`src/hdl/stl_pkg.sv`:
```
// ----------------------------------------------------------------------------
// stl_pkg: shared types and constants of the script token lexer
// Lexer modes, token kinds, the token record, keyword tables and the small
// byte classification helpers used by the lexer core and the result queue.
// ----------------------------------------------------------------------------
`default_nettype none

package stl_pkg;

  // lexer mode: what kind of token is pending
  typedef enum logic [2:0] {
    MODE_IDLE,
    MODE_IDENT,
    MODE_NUM,
    MODE_EQ,
    MODE_BANG,
    MODE_LT,
    MODE_GT
  } mode_t;

  // token kinds as seen on the result channel
  typedef enum logic [4:0] {
    K_EOF,
    K_IDENT,
    K_INT,
    K_ELSE,
    K_FN,
    K_IF,
    K_LET,
    K_WHILE,
    K_LBRACE,
    K_RBRACE,
    K_LPAREN,
    K_RPAREN,
    K_SEMI,
    K_PLUS,
    K_MINUS,
    K_STAR,
    K_SLASH,
    K_ASSIGN,
    K_EQEQ,
    K_NOTEQ,
    K_LESS,
    K_LESSEQ,
    K_GREATER,
    K_GREATEREQ,
    K_ERROR
  } kind_t;

  localparam int SPAN_W = 16;
  localparam int TAG_W  = 16;

  // one result token
  typedef struct packed {
    kind_t             kind;
    logic [SPAN_W-1:0] start_off;
    logic [SPAN_W-1:0] end_off;
    logic [TAG_W-1:0]  tag;
    logic              last;
  } token_t;

  // up to two tokens handed from the core to the queue per request
  typedef struct packed {
    logic [1:0] n;
    token_t     first;
    token_t     second;
  } push_t;

  // result queue sizing
  localparam int Q_DEPTH = 4;
  localparam int Q_PTR_W = 2;
  localparam int Q_CNT_W = 3;

  // keyword tables: else, fn, if, let, while
  localparam int         KW_COUNT = 5;
  localparam logic [4:0] KW_ALL   = 5'b11111;
  localparam logic [2:0] IDENT_LEN_MAX = 3'd7;

  localparam logic [7:0] KW_TEXT [KW_COUNT][8] = '{
    '{"e", "l", "s", "e", 8'h00, 8'h00, 8'h00, 8'h00},
    '{"f", "n", 8'h00, 8'h00, 8'h00, 8'h00, 8'h00, 8'h00},
    '{"i", "f", 8'h00, 8'h00, 8'h00, 8'h00, 8'h00, 8'h00},
    '{"l", "e", "t", 8'h00, 8'h00, 8'h00, 8'h00, 8'h00},
    '{"w", "h", "i", "l", "e", 8'h00, 8'h00, 8'h00}
  };
  localparam logic [2:0] KW_LEN  [KW_COUNT] = '{3'd4, 3'd2, 3'd2, 3'd3, 3'd5};
  localparam kind_t      KW_KIND [KW_COUNT] = '{K_ELSE, K_FN, K_IF, K_LET, K_WHILE};

  function automatic logic is_alpha(input logic [7:0] c);
    return (c >= "a" && c <= "z") || (c >= "A" && c <= "Z");
  endfunction

  function automatic logic is_digit(input logic [7:0] c);
    return c >= "0" && c <= "9";
  endfunction

  function automatic logic is_space(input logic [7:0] c);
    return c == 8'h20 || c == 8'h09 || c == 8'h0D || c == 8'h0A;
  endfunction

  // keep the keywords that still match with byte c at position idx
  function automatic logic [4:0] kw_filter(input logic [4:0] cands, input logic [2:0] idx,
                                           input logic [7:0] c);
    logic [4:0] keep;
    keep = '0;
    for (int k = 0; k < KW_COUNT; k++) begin
      keep[k] = cands[k] && (idx < KW_LEN[k]) && (KW_TEXT[k][idx] == c);
    end
    return keep;
  endfunction

  // single byte tokens, anything unknown is an error
  function automatic kind_t punct_kind(input logic [7:0] c);
    kind_t kind;
    case (c)
      "{":     kind = K_LBRACE;
      "}":     kind = K_RBRACE;
      "(":     kind = K_LPAREN;
      ")":     kind = K_RPAREN;
      ";":     kind = K_SEMI;
      "+":     kind = K_PLUS;
      "-":     kind = K_MINUS;
      "*":     kind = K_STAR;
      "/":     kind = K_SLASH;
      default: kind = K_ERROR;
    endcase
    return kind;
  endfunction

  // kind of the pending token when it is closed by a byte that does not extend it
  function automatic kind_t pending_kind(input mode_t mode, input logic [4:0] cands,
                                         input logic [2:0] len);
    kind_t kind;
    logic  found;
    kind  = K_GREATER;
    found = 1'b0;
    case (mode)
      MODE_IDENT: begin
        kind = K_IDENT;
        for (int k = 0; k < KW_COUNT; k++) begin
          if (!found && cands[k] && len == KW_LEN[k]) begin
            kind  = KW_KIND[k];
            found = 1'b1;
          end
        end
      end
      MODE_NUM:  kind = K_INT;
      MODE_EQ:   kind = K_ASSIGN;
      MODE_BANG: kind = K_ERROR;
      MODE_LT:   kind = K_LESS;
      default:   kind = K_GREATER;
    endcase
    return kind;
  endfunction

  // two byte operator closed by '='
  function automatic kind_t pair_kind(input mode_t mode);
    kind_t kind;
    case (mode)
      MODE_EQ:   kind = K_EQEQ;
      MODE_BANG: kind = K_NOTEQ;
      MODE_LT:   kind = K_LESSEQ;
      default:   kind = K_GREATEREQ;
    endcase
    return kind;
  endfunction

endpackage

`default_nettype wire

```
`src/hdl/stl_lex_core.sv`:
```
// ----------------------------------------------------------------------------
// stl_lex_core: lexer state and token decision
// Holds the lexer mode, offsets and keyword tracking, and turns one accepted
// request into zero, one or two tokens for the result queue.
// ----------------------------------------------------------------------------
`default_nettype none

module stl_lex_core
  import stl_pkg::*;
#(
  parameter int OFFSET_BITS = 16
) (
  input  logic             clk,
  input  logic             rst_n,
  input  logic             acc,
  input  logic             is_end,
  input  logic [7:0]       char_byte,
  input  logic [TAG_W-1:0] tag,
  output push_t            push
);

  mode_t                  mode_r, mode_nxt;
  logic [OFFSET_BITS-1:0] off_r, off_nxt;
  logic [OFFSET_BITS-1:0] tstart_r, tstart_nxt;
  logic [4:0]             cands_r, cands_nxt;
  logic [2:0]             len_r, len_nxt;
  logic [OFFSET_BITS-1:0] off_inc;

  logic   c_alpha, c_digit, c_word, c_space, c_opener;
  logic   cont_ident, cont_num, op_mode, pair_hit;
  logic   a_v, b_v;
  token_t tok_a, tok_b;

  // saturating offset step
  assign off_inc = (&off_r) ? off_r : off_r + 1'b1;

  // byte classes
  assign c_alpha  = is_alpha(char_byte);
  assign c_digit  = is_digit(char_byte);
  assign c_word   = c_alpha || c_digit || char_byte == "_";
  assign c_space  = is_space(char_byte);
  assign c_opener = c_alpha || c_digit || char_byte == "_" || char_byte == "=" ||
                    char_byte == "!" || char_byte == "<" || char_byte == ">";

  // how the byte relates to the pending token
  assign cont_ident = mode_r == MODE_IDENT && c_word;
  assign cont_num   = mode_r == MODE_NUM && c_digit;
  assign op_mode    = mode_r inside {MODE_EQ, MODE_BANG, MODE_LT, MODE_GT};
  assign pair_hit   = op_mode && char_byte == "=";

  // next state
  always_comb begin
    mode_nxt   = mode_r;
    off_nxt    = off_r;
    tstart_nxt = tstart_r;
    cands_nxt  = cands_r;
    len_nxt    = len_r;
    if (acc) begin
      if (is_end) begin
        mode_nxt   = MODE_IDLE;
        off_nxt    = '0;
        tstart_nxt = '0;
        cands_nxt  = KW_ALL;
        len_nxt    = '0;
      end else begin
        off_nxt = off_inc;
        if (cont_ident) begin
          if (len_r < IDENT_LEN_MAX) begin
            cands_nxt = kw_filter(cands_r, len_r, char_byte);
            len_nxt   = len_r + 3'd1;
          end else begin
            cands_nxt = '0;
          end
        end else if (cont_num) begin
          mode_nxt = MODE_NUM;
        end else if (pair_hit) begin
          mode_nxt = MODE_IDLE;
        end else begin
          mode_nxt = MODE_IDLE;
          if (c_alpha || char_byte == "_") begin
            mode_nxt   = MODE_IDENT;
            tstart_nxt = off_r;
            len_nxt    = 3'd1;
            cands_nxt  = kw_filter(KW_ALL, 3'd0, char_byte);
          end else if (c_digit) begin
            mode_nxt   = MODE_NUM;
            tstart_nxt = off_r;
          end else begin
            case (char_byte)
              "=": begin
                mode_nxt   = MODE_EQ;
                tstart_nxt = off_r;
              end
              "!": begin
                mode_nxt   = MODE_BANG;
                tstart_nxt = off_r;
              end
              "<": begin
                mode_nxt   = MODE_LT;
                tstart_nxt = off_r;
              end
              ">": begin
                mode_nxt   = MODE_GT;
                tstart_nxt = off_r;
              end
              default: mode_nxt = MODE_IDLE;
            endcase
          end
        end
      end
    end
  end

  // token outputs: a closes the pending token, b is the fresh byte or eof
  always_comb begin
    a_v = acc && mode_r != MODE_IDLE && (is_end || !(cont_ident || cont_num));
    b_v = acc && (is_end || !(cont_ident || cont_num || pair_hit || c_space || c_opener));

    tok_a.kind      = (pair_hit && !is_end) ? pair_kind(mode_r)
                                            : pending_kind(mode_r, cands_r, len_r);
    tok_a.start_off = SPAN_W'(tstart_r);
    tok_a.end_off   = (pair_hit && !is_end) ? SPAN_W'(off_inc) : SPAN_W'(off_r);
    tok_a.tag       = tag;
    tok_a.last      = !b_v;

    tok_b.kind      = is_end ? K_EOF : punct_kind(char_byte);
    tok_b.start_off = SPAN_W'(off_r);
    tok_b.end_off   = is_end ? SPAN_W'(off_r) : SPAN_W'(off_inc);
    tok_b.tag       = tag;
    tok_b.last      = 1'b1;

    push.n      = {1'b0, a_v} + {1'b0, b_v};
    push.first  = a_v ? tok_a : tok_b;
    push.second = tok_b;
  end

  // state registers
  always_ff @(posedge clk) begin
    if (!rst_n) begin
      mode_r   <= MODE_IDLE;
      off_r    <= '0;
      tstart_r <= '0;
      cands_r  <= KW_ALL;
      len_r    <= '0;
    end else begin
      mode_r   <= mode_nxt;
      off_r    <= off_nxt;
      tstart_r <= tstart_nxt;
      cands_r  <= cands_nxt;
      len_r    <= len_nxt;
    end
  end

`ifndef ASSERT_OFF
  // end of source leaves the lexer idle at offset zero
  a_end_clears: assert property (@(posedge clk) disable iff (!rst_n)
    acc && is_end |=> mode_r == MODE_IDLE && off_r == '0)
    else $error("lexer state not cleared after end of source");

  // a pair of tokens marks only the second as last
  a_pair_last: assert property (@(posedge clk) disable iff (!rst_n)
    push.n == 2'd2 |-> push.second.last && !push.first.last)
    else $error("bad last marking on a token pair");

  // nothing pending means at most one token
  a_idle_single: assert property (@(posedge clk) disable iff (!rst_n)
    mode_r == MODE_IDLE |-> push.n != 2'd2 && push.n != 2'd3)
    else $error("two tokens from an idle lexer");
`endif

endmodule

`default_nettype wire

```
`src/hdl/stl_out_queue.sv`:
```
// ----------------------------------------------------------------------------
// stl_out_queue: result token queue
// Four entry queue taking up to two tokens per request and giving one per
// cycle to the result channel while out_ready is high; keeps room for a token pair.
// ----------------------------------------------------------------------------
`default_nettype none

module stl_out_queue
  import stl_pkg::*;
(
  input  logic   clk,
  input  logic   rst_n,
  input  push_t  push,
  output logic   room,
  output logic   out_valid,
  input  logic   out_ready,
  output token_t out_tok
);

  token_t             ent_r [Q_DEPTH];
  logic [Q_PTR_W-1:0] wr_ptr_r, wr_ptr_nxt;
  logic [Q_PTR_W-1:0] rd_ptr_r, rd_ptr_nxt;
  logic [Q_CNT_W-1:0] count_r, count_nxt;
  logic [Q_PTR_W-1:0] wr_ptr_2nd;
  logic               pop;

  // status and read side
  assign room       = count_r <= Q_CNT_W'(Q_DEPTH - 2);
  assign out_valid  = count_r != '0;
  assign out_tok    = ent_r[rd_ptr_r];
  assign pop        = out_valid && out_ready;
  assign wr_ptr_2nd = wr_ptr_r + 1'b1;

  // pointer and fill update
  always_comb begin
    wr_ptr_nxt = wr_ptr_r + Q_PTR_W'(push.n);
    rd_ptr_nxt = rd_ptr_r + Q_PTR_W'(pop);
    count_nxt  = count_r + Q_CNT_W'(push.n) - Q_CNT_W'(pop);
  end

  always_ff @(posedge clk) begin
    if (!rst_n) begin
      wr_ptr_r <= '0;
      rd_ptr_r <= '0;
      count_r  <= '0;
    end else begin
      wr_ptr_r <= wr_ptr_nxt;
      rd_ptr_r <= rd_ptr_nxt;
      count_r  <= count_nxt;
    end
  end

  // token storage
  always_ff @(posedge clk) begin
    if (push.n != 2'd0) begin
      ent_r[wr_ptr_r] <= push.first;
    end
    if (push.n == 2'd2) begin
      ent_r[wr_ptr_2nd] <= push.second;
    end
  end

`ifndef ASSERT_OFF
  // fill never exceeds the depth
  a_fill_bound: assert property (@(posedge clk) disable iff (!rst_n)
    count_r <= Q_CNT_W'(Q_DEPTH))
    else $error("result queue overfilled");

  // tokens only arrive while a pair still fits
  a_push_room: assert property (@(posedge clk) disable iff (!rst_n)
    push.n != 2'd0 |-> room)
    else $error("tokens pushed without room");

  // a lone pop drops the fill by one
  a_pop_count: assert property (@(posedge clk) disable iff (!rst_n)
    pop && push.n == 2'd0 |=> count_r == $past(count_r) - 3'd1)
    else $error("fill count wrong after pop");
`endif

endmodule

`default_nettype wire

```
`src/hdl/script_token_lexer.sv`:
```
// ----------------------------------------------------------------------------
// script_token_lexer: streaming lexer for a small scripting language
// Takes source bytes and an end marker, gives tokens with kind, span and
// source tag; keywords, two byte operators and error tokens included.
//
//   channel  | direction | payload
//   ---------+-----------+------------------------------------------------
//   in_      | sink      | tdata: char_byte; tuser: action (1 = end)
//   out_     | source    | tdata: kind, start, end, tag; tlast: last of run
//   cfg_     | sink      | wr_data: source tag, written when wr_en is high
//
// one request is taken per cycle while in_tready is high; its tokens reach the
// queue the same cycle and the queue head is on out_ from the next cycle on
// a request can cause two tokens, so in_tready drops while fewer than two
// of the four queue entries are free
// stalls on out_ only hold the queue; no token is lost or repeated
// synchronous active low reset: lexer idle, offsets zero, queue empty
// ----------------------------------------------------------------------------
`default_nettype none

module script_token_lexer
  import stl_pkg::*;
#(
  parameter int OFFSET_BITS = 16
) (
  input  logic        clk,
  input  logic        rst_n,
  // input channel
  input  logic        in_tvalid,
  output logic        in_tready,
  input  logic [7:0]  in_tdata,   // [7:0] char_byte
  input  logic        in_tuser,   // [0] action
  // result channel
  output logic        out_tvalid,
  input  logic        out_tready,
  output logic [55:0] out_tdata,  // [4:0] token_kind, [20:5] start_off,
                                  // [36:21] end_off, [52:37] span_tag, zero above
  output logic        out_tlast,  // last_of_run
  // configuration
  input  logic        cfg_wr_en,
  input  logic [15:0] cfg_wr_data
);

  logic [TAG_W-1:0] tag_r;
  logic             acc;
  push_t            push;
  token_t           head;

  // source tag register
  always_ff @(posedge clk) begin
    if (!rst_n) begin
      tag_r <= '0;
    end else if (cfg_wr_en) begin
      tag_r <= cfg_wr_data;
    end
  end

  assign acc = in_tvalid && in_tready;

  // lexer state and token decision
  stl_lex_core #(
    .OFFSET_BITS (OFFSET_BITS)
  ) u_core (
    .clk       (clk),
    .rst_n     (rst_n),
    .acc       (acc),
    .is_end    (in_tuser),
    .char_byte (in_tdata),
    .tag       (tag_r),
    .push      (push)
  );

  // result queue
  stl_out_queue u_queue (
    .clk       (clk),
    .rst_n     (rst_n),
    .push      (push),
    .room      (in_tready),
    .out_valid (out_tvalid),
    .out_ready (out_tready),
    .out_tok   (head)
  );

  // result packing
  assign out_tdata = {3'b000, head.tag, head.end_off, head.start_off, head.kind};
  assign out_tlast = head.last;

endmodule

`default_nettype wire

```
`config.mk`:
```
export PLATFORM = sky130hd
export DESIGN_NAME = script_token_lexer
export DESIGN_NICKNAME = d
export VERILOG_FILES = /design/src/hdl/stl_pkg.sv /design/src/hdl/stl_lex_core.sv /design/src/hdl/stl_out_queue.sv /design/src/hdl/script_token_lexer.sv
export SDC_FILE = /design/constraint.sdc
export NUM_CORES = 1
export LEC_CHECK = 0
export ABC_AREA = 1
export BUFFER_PORTS_ARGS = -buffer_cell sky130_fd_sc_hd__buf_2
export CORE_MARGIN = 8
export CORE_UTILIZATION = 50
export DETAILED_ROUTE_END_ITERATION = 8
export PLACE_DENSITY_LB_ADDON = 0.1
export SYNTH_ARGS = -nofsm -noshare
export SYNTH_HDL_FRONTEND = slang
export SYNTH_SLANG_ARGS = --single-unit
```
`constraint.sdc`:
```
create_clock -name clk -period 6.87 [get_ports clk]
set_input_delay 0.3435 -clock clk [delete_from_list [all_inputs] [get_ports clk]]
set_output_delay 0.3435 -clock clk [all_outputs]
set_load 0.02 [all_outputs]
```
Word level (Yosys, flattened, before mapping) --
Memory sizes are Yosys's and may differ from the RTL's. A register that Yosys moved wholly into a read port is not among the register bits. Index checks and enable logic that the tools add are counted.
Storage, ports and cells: register bits after elaboration 66, memory bits (writable) 216, output and inout port bits 59, memory bits (read-only) 320, memories kept 6, word-level logic and storage cells 214, latch bits 0
Cells by class: $add $sub $neg 8, bitwise gates (word level) 1, divide/modulo/power cells 0, shift operators 0, magnitude comparators 13, multipliers 0, equal/unequal tests 45, reduce and logical (&&, ||, !) cells 68, muxes and demuxes 64
Memories:
- u_queue.ent_r | words 4, width 54, read ports 1, clocked after Yosys merged registers in 1, write ports 2, line stl_out_queue.sv:20 | token_t ent_r [Q_DEPTH];
- (no name shown) | words 8, width 8, read ports 1, clocked after Yosys merged registers in 0, write ports 0, line stl_pkg.sv:107 | keep[k] = cands[k] && (idx < KW_LEN[k]) && (KW_TEXT[k][idx] == c);
- (no name shown) | words 8, width 8, read ports 1, clocked after Yosys merged registers in 0, write ports 0, line stl_pkg.sv:107
- (no name shown) | words 8, width 8, read ports 1, clocked after Yosys merged registers in 0, write ports 0, line stl_pkg.sv:107
- (no name shown) | words 8, width 8, read ports 1, clocked after Yosys merged registers in 0, write ports 0, line stl_pkg.sv:107
- (no name shown) | words 8, width 8, read ports 1, clocked after Yosys merged registers in 0, write ports 0, line stl_pkg.sv:107
Operator list (number):
- two-way mux 16 bit | 11
- equality test 8 x 6 -> 1 bit, second input constant | 12
- two-way mux 8 bit | 10
- two-way mux 54 bit | 1
- two-way mux 3 bit | 16
- one-hot mux 5 bit (9 select lines) | 1
- equality test 7 x 8 -> 1 bit, first input constant | 5
- equality test 8 bit | 5
- two-way mux 5 bit | 8
- logical AND 1 bit | 31
- one-hot mux 5 bit (5 select lines) | 1
- equality test 8 x 4 -> 1 bit, second input constant | 3
- equality test 8 x 7 -> 1 bit, second input constant | 3
- logical OR 1 bit | 17
- adder 16 x 1 -> 16 bit, second input constant | 1
- >= comparator 8 x 7 -> 1 bit, second input constant | 2
- less-or-equal comparator 8 x 7 -> 1 bit, second input constant | 2
- AND reduction 16 bit | 1
- equality test 3 bit, second input constant | 5
- equality test 3 x 2 -> 1 bit, second input constant | 4
- two-way mux 1 bit | 12
- one-hot mux 3 bit (4 select lines) | 1
- AND reduction 5 bit | 2
- < comparator 3 bit, second input constant | 3
- 27 further kinds | 42

Longest topological paths before layout --
Gate-level depths: netlist of run 1.
word-level depth 26, mapped depth 22, gate-level depth less buffers 19

Hierarchy --
Synthesis of run 1 repeated with hierarchy kept, for this count alone.
Second synthesis, totals: cell total of the unflattened synthesis 2003, area, all modules 15950.3 sq um
Modules (own cells, without submodules):
- stl_out_queue | times used 1, seq. area each 6626.4 sq um, cells an instance 1116, area each 10734.0 sq um
- stl_lex_core | times used 1, seq. area each 860.8 sq um, cells an instance 780, area each 4508.1 sq um
- script_token_lexer | times used 1, seq. area each 320.3 sq um, cells an instance 107, area each 708.2 sq um

Worst setup path before layout of run 1 --
OpenSTA, ideal clock, no wires.
path kind in2reg, start point input in_tdata[1], end point memory u_queue.ent_r[1][10] (netlist name) (data pin), buffers on the path 3, path slack 2.368 ns, data arrival time 4.361 ns, stages 20, cell sequence buf_4 -> nor2_2 -> nand3_1 -> o21ai_0 -> inv_1 -> nand2_1 -> nand4_4 -> nand3_4 -> nand3_2 -> buf_2 -> inv_1 -> ha_1 -> inv_1 -> or2_2 -> nor2_1 -> inv_1 -> nand2_1 -> inv_1 -> clkbuf_1 -> nor2_1
RTL lines:
- from (decl) | line script_token_lexer.sv:31 | input logic [7:0] in_tdata,
- to (decl) | line stl_out_queue.sv:20

==> results of run 1 <==
## final cells by class
class / count / area, um^2
clock buffers: 46 / 913
clock inverters: 12 / 206
inverters: 146 / 548
repair buffers: 105 / 576
multi-input cells: 1452 / 6880
flip-flops and latches: 282 / 7770
fillers: 2955 / 13900
well taps: 402 / 503
## sequential cells by signal, indices dropped and copies added (netlist names)
register	flops
u_queue.ent_r	216
tag_r	16
u_core.off_r	16
u_core.tstart_r	16
u_core.cands_r	5
u_core.len_r	3
u_core.mode_r	3
u_queue.count_r	3
u_queue.rd_ptr_r	2
u_queue.wr_ptr_r	2
## placed cells by master (no fill, tap or decap), types with 4 or more instances in the layout
cell,instances
edfxtp_1,212
o211ai_1,6
or2_2,7
bufinv_16,5
o22ai_1,54
o21ai_0,155
o21ai_1,6
nand3_1,191
buf_2,85
ha_1,17
nand2_1,519
clkbuf_1,8
clkbuf_16,32
nand2_4,10
dfxtp_1,68
clkbuf_8,6
nor2_2,14
nor2_1,272
inv_2,8
inv_1,136
nor3_1,13
buf_4,20
a21oi_1,64
clkinv_2,4
xor2_1,14
nand4_1,54
a211oi_1,10
nand2_2,7
## cell families after synthesis
| group | count (synthesis) | share of synthesized area, % |
|---|---|---|
| AO/OA/AOI/OAI | 313 | 11.0 |
| flip-flops | 282 | 49.2 |
| buffers and inverters | 280 | 7.42 |
| XOR/XNOR | 16 | 0.888 |
| AND/OR/NAND/NOR | 1102 | 30.0 |
| adder cells (fa/ha/maj) | 18 | 1.48 |
| other | 1 | 0.0238 |
## power by group through the flow
stage | Combinational, W | Sequential, W | Clock, W
after floorplan | 0.00164 | 0.00234 | 0
after global routing | 0.00254 | 0.00244 | 0.00191
after CTS | 0.00232 | 0.00241 | 0.00184
final | 0.00232 | 0.00241 | 0.00182
after detailed placement | 0.00231 | 0.00244 | 0
after global placement | 0.00228 | 0.00243 | 0
## cells in the mapped netlist, types with 3 or more instances
master    count
buf_6         3
nand2_1     523
buf_1        11
nand2_4      10
nor2_2        8
o211ai_1      6
nand3_1     191
nor2_1      278
a211oi_1     10
inv_1       136
o21ai_1       6
nand2_2       3
nand3b_1      3
ha_1         17
or2_2         7
edfxtp_1    212
a21oi_1      64
nand4_1      54
o21a_1        3
o21ai_0     155
nor4_1        3
buf_2        17
dfxtp_1      70
o22ai_1      54
nor3_1       14
nand3_2       3
a31oi_1       3
xor2_1       14
inv_2         8
buf_4        17
clkbuf_1     85
## worst max path at each step
stage | to | cells past startpoint | slack (ns) | start
final | u_queue.ent_r[2][7]$_DFFE_PP_ | 15 | 2.40 | u_core.mode_r[2]$_SDFFE_PN0P_
after global placement | u_queue.ent_r[2][28]$_DFFE_PP_ | 19 | 2.14 | in_tdata[3]
after detailed placement | u_queue.ent_r[2][7]$_DFFE_PP_ | 20 | 2.00 | in_tdata[3]
after global routing | u_queue.ent_r[2][8]$_DFFE_PP_ | 16 | 2.00 | u_core.mode_r[0]$_SDFFE_PN0P_
after floorplan | u_queue.ent_r[1][10]$_DFFE_PP_ | 20 | 2.37 | in_tdata[1]
after CTS | u_queue.ent_r[2][5]$_DFFE_PP_ | 15 | 2.41 | u_core.mode_r[2]$_SDFFE_PN0P_
## per-stage QoR
stage	hold WS [ns]	setup slack, ns	area (um^2)	total power (W)	instances
2_1_floorplan	0.437	2.37	15800	0.00398	2014
3_3_place_gp	0.449	2.14	16300	0.00472	2387
3_5_place_dp	0.464	2.00	16300	0.00476	2387
4_1_cts	0.0238	2.41	17400	0.00657	2445
5_1_grt	0.0475	2.00	17400	0.00689	2445
6_report	0.0401	2.40	17400	0.00655	2445
## critical path, cell delays in order, from the launching register on
cell and delay, ns:
dfxtp_1 0.44, nor2_1 0.09, nand2_1 0.11, clkinv_1 0.27, nand3_4 0.50, nand3_2 0.13
inv_1 0.11, ha_1 0.14, inv_1 0.09, or2_2 0.33, nor2_2 0.09, buf_4 0.48
inv_1 0.14, nand2_2 0.63, inv_1 0.52, nor2_1 0.22
## per-layer routing
| layer | vias up | wire length (um) | track usage, % |
|---|---|---|---|
| met1 | 6647 | 21200 | 34.1 |
| met4 | 0 | 1150 | 7.33 |
| met2 | 577 | 21800 | 40.5 |
| li1 | 6775 | - | - |
| met5 | - | 0 | 0 |
| met3 | 72 | 3550 | 3.31 |
==> flow_metrics.tcl, run 1 <==
set metrics [dict create \
    p_seq_share_pct 36.8 \
    hold_start "cfg_wr_data[6]" \
    die_h_um 194 \
    cts_buffers 31 \
    fmax_mhz 224 \
    cts_max_path_buffers 3 \
    postSynthRegisterBits 282 \
    cts_tree "built" \
    fin_tns_setup_ns 0 \
    htreeDepth 1 \
    clkTransAtPathRegs_ns 0.06 \
    p_per_area_nw_per_um2 377 \
    drt.antenna.violating_nets 0 \
    initial_utilization_pct 50.4 \
    crit_path_max_fanout 42 \
    max_cap_viol_count 0 \
    min_period_ns 4.47 \
    clk-insertion-delay-late_ns 0.59 \
    drt_iter0_markers 1423 \
    grt_pass1_vias 13720 \
    worstSetupPathType "flip-flop to flip-flop" \
    hold_class "input pin to flip-flop" \
    outcome "finished clean" \
    grt_pass1_wl_um 75700 \
    rows 65 \
    rr_startpoint "u_core.mode_r[2]$_SDFFE_PN0P_" \
    synth-main-ff-cell "edfxtp_1" \
    port_buffers 85 \
    switching_power_w 0.00261 \
    grtUsageTotal_pct 24.8 \
    postCtsHoldBufs 0 \
    synth_top_area_cell "edfxtp_1" \
    synth.distinct_cells 50 \
    post_cts_buffers 0 \
    synth_top_area_share_pct 40.4 \
    dp_hpwl_um 30800 \
    slew_headroom_pct 29.1 \
    n_antenna_cell 0 \
    worst_pin_slew_ns 1.06 \
    die_area_um2 37500 \
    final-setup-viol-count 0 \
    p_leak_nw 7.22 \
    wl_um 47700 \
    coreArea_um2 31300 \
    start_kind "flip-flop" \
    r2r-end "u_queue.ent_r[2][7]$_DFFE_PP_" \
    syn_area_per_cell_um2 7.84 \
    cts-root-buf "clkbuf_16" \
    finClkSkew_ns 0.0251 \
    clkPwrFrac_pct 27.8 \
    drc 0 \
    cp-end-kind "flip-flop" \
    hold_end "tag_r[6]$_SDFFE_PN0P_" \
    wl_per_cell_um 19.5 \
    cp.required_ns 7.30 \
    areaGrowthSynthToFinish_pct 10.3 \
    hold_viol_final 0 \
    synth-edff-count 212 \
    post_cts_resized 0 \
    cts_num_sinks 282 \
    post-route-util_pct 55.6 \
    p_sw_share_pct 39.9 \
    arrival_ns 4.90 \
    p_int_w 0.00394 \
    rr_worst_depth 15 \
    antenna_found_initial 0 \
    place.gp.congestion 0.925 \
    grt_max_degree 67 \
    fin_crit_sh_pct 65.1 \
    synth.area.top_cells "edfxtp_1 40%, nand2_1 12%, dfxtp_1 8.9%" \
    synth_area_um2 15800 \
    ir_drop_mv 0.237 \
    finalMaxSlewViolations 0 \
    netlist_instances 2012 \
    combPwrFrac_pct 35.5 \
    nets 2066 \
    pin_count 89 \
    rsz0062_at_grt "no" \
    hold_depth 3 \
    dieWidth_um 194 \
    yosysWarnings 0 \
    r2r_slack_ns 2.40 \
    synth_sequential_area_ratio_pct 49.2 \
    vias_per_cell 5.76 \
    async_flop_share_pct 0 \
    drive_gt1_share_pct 10.4 \
    overflow 0 \
    via_count 14071 \
    first_pass_iters 6 \
]
Note: power is estimated with default switching activity, not from simulation.
==> inputs of run 2 (changes only) <==
==> constraint.sdc (replaced) <==
create_clock -name clk -period 4.11 [get_ports clk]
set_input_delay 0.2055 -clock clk [delete_from_list [all_inputs] [get_ports clk]]
set_output_delay 0.2055 -clock clk [all_outputs]
set_load 0.02 [all_outputs]
==> flow_metrics.tcl, run 2 (synthesized netlist as in run 1, its figures left out) <==
set metrics [dict create \
    outcome "finished clean" \
    cts_tree "built" \
    rows 65 \
    clk-insertion-delay-late_ns 0.58 \
    drt.antenna.violating_nets 0 \
    final_cell_mix "519 x nand2_1, 272 x nor2_1, 212 x edfxtp_1, 191 x nand3_1, 155 x o21ai_0" \
    stdcell_count 2472 \
    slew_headroom_pct 40.1 \
    antenna_found_initial 0 \
    die_h_um 194 \
    drive_gt1_share_pct 11.0 \
    p_per_area_nw_per_um2 633 \
    coreArea_um2 31300 \
    nets 2093 \
    arrival_ns 3.48 \
    first_pass_iters 6 \
    drc 0 \
    finClkSkew_ns 0.00795 \
    drt_iter0_markers 1296 \
    finalPower_w 0.0113 \
    switching_power_w 0.00442 \
    worst-path-buf-inv 5 \
    hold_viol_final 0 \
    n_antenna_cell 0 \
    overflow 0 \
    cts_buffers 31 \
    setup_slack_ns 0.934 \
    p_seq_share_pct 35.9 \
    max_cap_viol_count 0 \
    p_sw_share_pct 39.3 \
    cp.required_ns 4.41 \
    grt_pass1_wl_um 75800 \
    die_area_um2 37500 \
    pin_count 89 \
    p_leak_nw 7.39 \
    grt_max_degree 73 \
    clkPwrFrac_pct 28.8 \
    cp-end-kind "flip-flop" \
    multiInputGateArea_um2 6880 \
    finalMaxSlewViolations 0 \
    cts_num_sinks 282 \
    hold_class "input pin to flip-flop" \
    post_cts_buffers 0 \
    fillers 2925 \
    areaGrowthSynthToFinish_pct 12.6 \
    initial_utilization_pct 50.4 \
    regMostFlops "u_queue.ent_r" \
    largest_reg_flops 216 \
    htreeDepth 1 \
    cpPeakStageDelay_ns 0.59 \
    preCtsSetupSlack_ns 0.603 \
    final-setup-viol-count 0 \
    combPwrFrac_pct 35.3 \
    clkTransAtPathRegs_ns 0.07 \
    crit_path_max_fanout 19 \
    critical_path.cell_chain "inv_1 -> nor2_1 -> nand2_1 -> clkinv_1 -> nand3_4 -> nand3_2 -> buf_4 -> ha_1 -> nor2_2 -> inv_1 -> nand2_2 -> inv_1 -> nor2_1" \
    start_kind "flip-flop" \
    cts_max_path_buffers 3 \
    dp_hpwl_um 31300 \
    fmax_mhz 315 \
    p_int_w 0.00683 \
    port_buffers 85 \
    worst_pin_slew_ns 0.898 \
    post_cts_resized 0 \
    rsz0062_at_grt "no" \
    worst_hold_slack_ns 0.187 \
    wl_um 48000 \
    cts-root-buf "clkbuf_16" \
    postCtsHoldBufs 16 \
    min_period_ns 3.18 \
    grtUsageTotal_pct 24.9 \
    path_common_cell "inv_1" \
    dp.cells 2398 \
    wl_per_cell_um 19.4 \
    cp_slowest_cell "inv_1" \
    layout.area.seq_um2 7770 \
    fin_tns_setup_ns 0 \
    dieWidth_um 194 \
    layout_commonest_cell "nand2_1" \
    grt_pass1_vias 13334 \
    place.gp.congestion 0.896 \
    critPathTopFamily "buffers and inverters" \
    worstSetupPathType "flip-flop to flip-flop" \
    vias_per_cell 5.72 \
    ir_drop_mv 0.374 \
    via_count 14130 \
    fin_crit_sh_pct 77.3 \
]
==> run 2: routing by layer <==
| layer | vias to the layer above | share of wire [%] | GRT usage, % |
|---|---|---|---|
| li1 | 6829 | - | - |
| met3 | 69 | 7.2 | 3.59 |
| met5 | - | 0 | 0 |
| met4 | 0 | 1.9 | 5.96 |
| met1 | 6678 | 46 | 35.3 |
| met2 | 554 | 45 | 39.7 |
==> run 2: path summary, 6_finish.rpt <==
kind / from / to / slack [ns] / depth (start not counted)
setup / recovery: u_core.mode_r[0]$_SDFFE_PN0P_ / u_queue.ent_r[3][5]$_DFFE_PP_ / 0.93 / 13
hold / removal: in_tvalid / u_core.off_r[1]$_SDFFE_PN0P_ / 0.19 / 5
hold reg to reg: u_queue.count_r[2]$_SDFF_PN0_ / u_queue.count_r[2]$_SDFF_PN0_ / 0.48 / 1
setup reg to reg: u_core.mode_r[0]$_SDFFE_PN0P_ / u_queue.ent_r[3][5]$_DFFE_PP_ / 0.93 / 13
==> run 2: power by group through the flow <==
stage / logic (W) / clock network [W] / registers, W
2_1_floorplan: 0.00274 / 0 / 0.00391
3_5_place_dp: 0.00396 / 0 / 0.00409
4_1_cts: 0.00400 / 0.00327 / 0.00403
6_report: 0.00398 / 0.00324 / 0.00403
5_1_grt: 0.00433 / 0.00338 / 0.00408
3_3_place_gp: 0.00391 / 0 / 0.00407
==> run 2: final cells by class <==
cell class,count,share of cell area [%]
Sequential cell,282,43.7
Multi-Input combinational cell,1452,38.7
Timing Repair Buffer,132,4.89
Clock buffer,34,4.49
Inverter,146,3.08
Tap cell,402,2.83
Clock inverter,24,2.26
==> run 2: tightest hold or removal path: cells and delay by family <==
family | cells | cell delay (ns)
buffers and inverters | 2 | 0.30
and+or+nand+nor | 2 | 0.13
AOI/OAI and AO/OA | 1 | 0.06
==> run 2: per-stage QoR <==
stage | utilization [%] | instance area [um^2]
2_1_floorplan | - | 15800
3_3_place_gp | 52.4 | 16400
3_5_place_dp | 52.4 | 16400
4_1_cts | 56.7 | 17800
5_1_grt | 56.7 | 17800
6_report | 56.7 | 17800
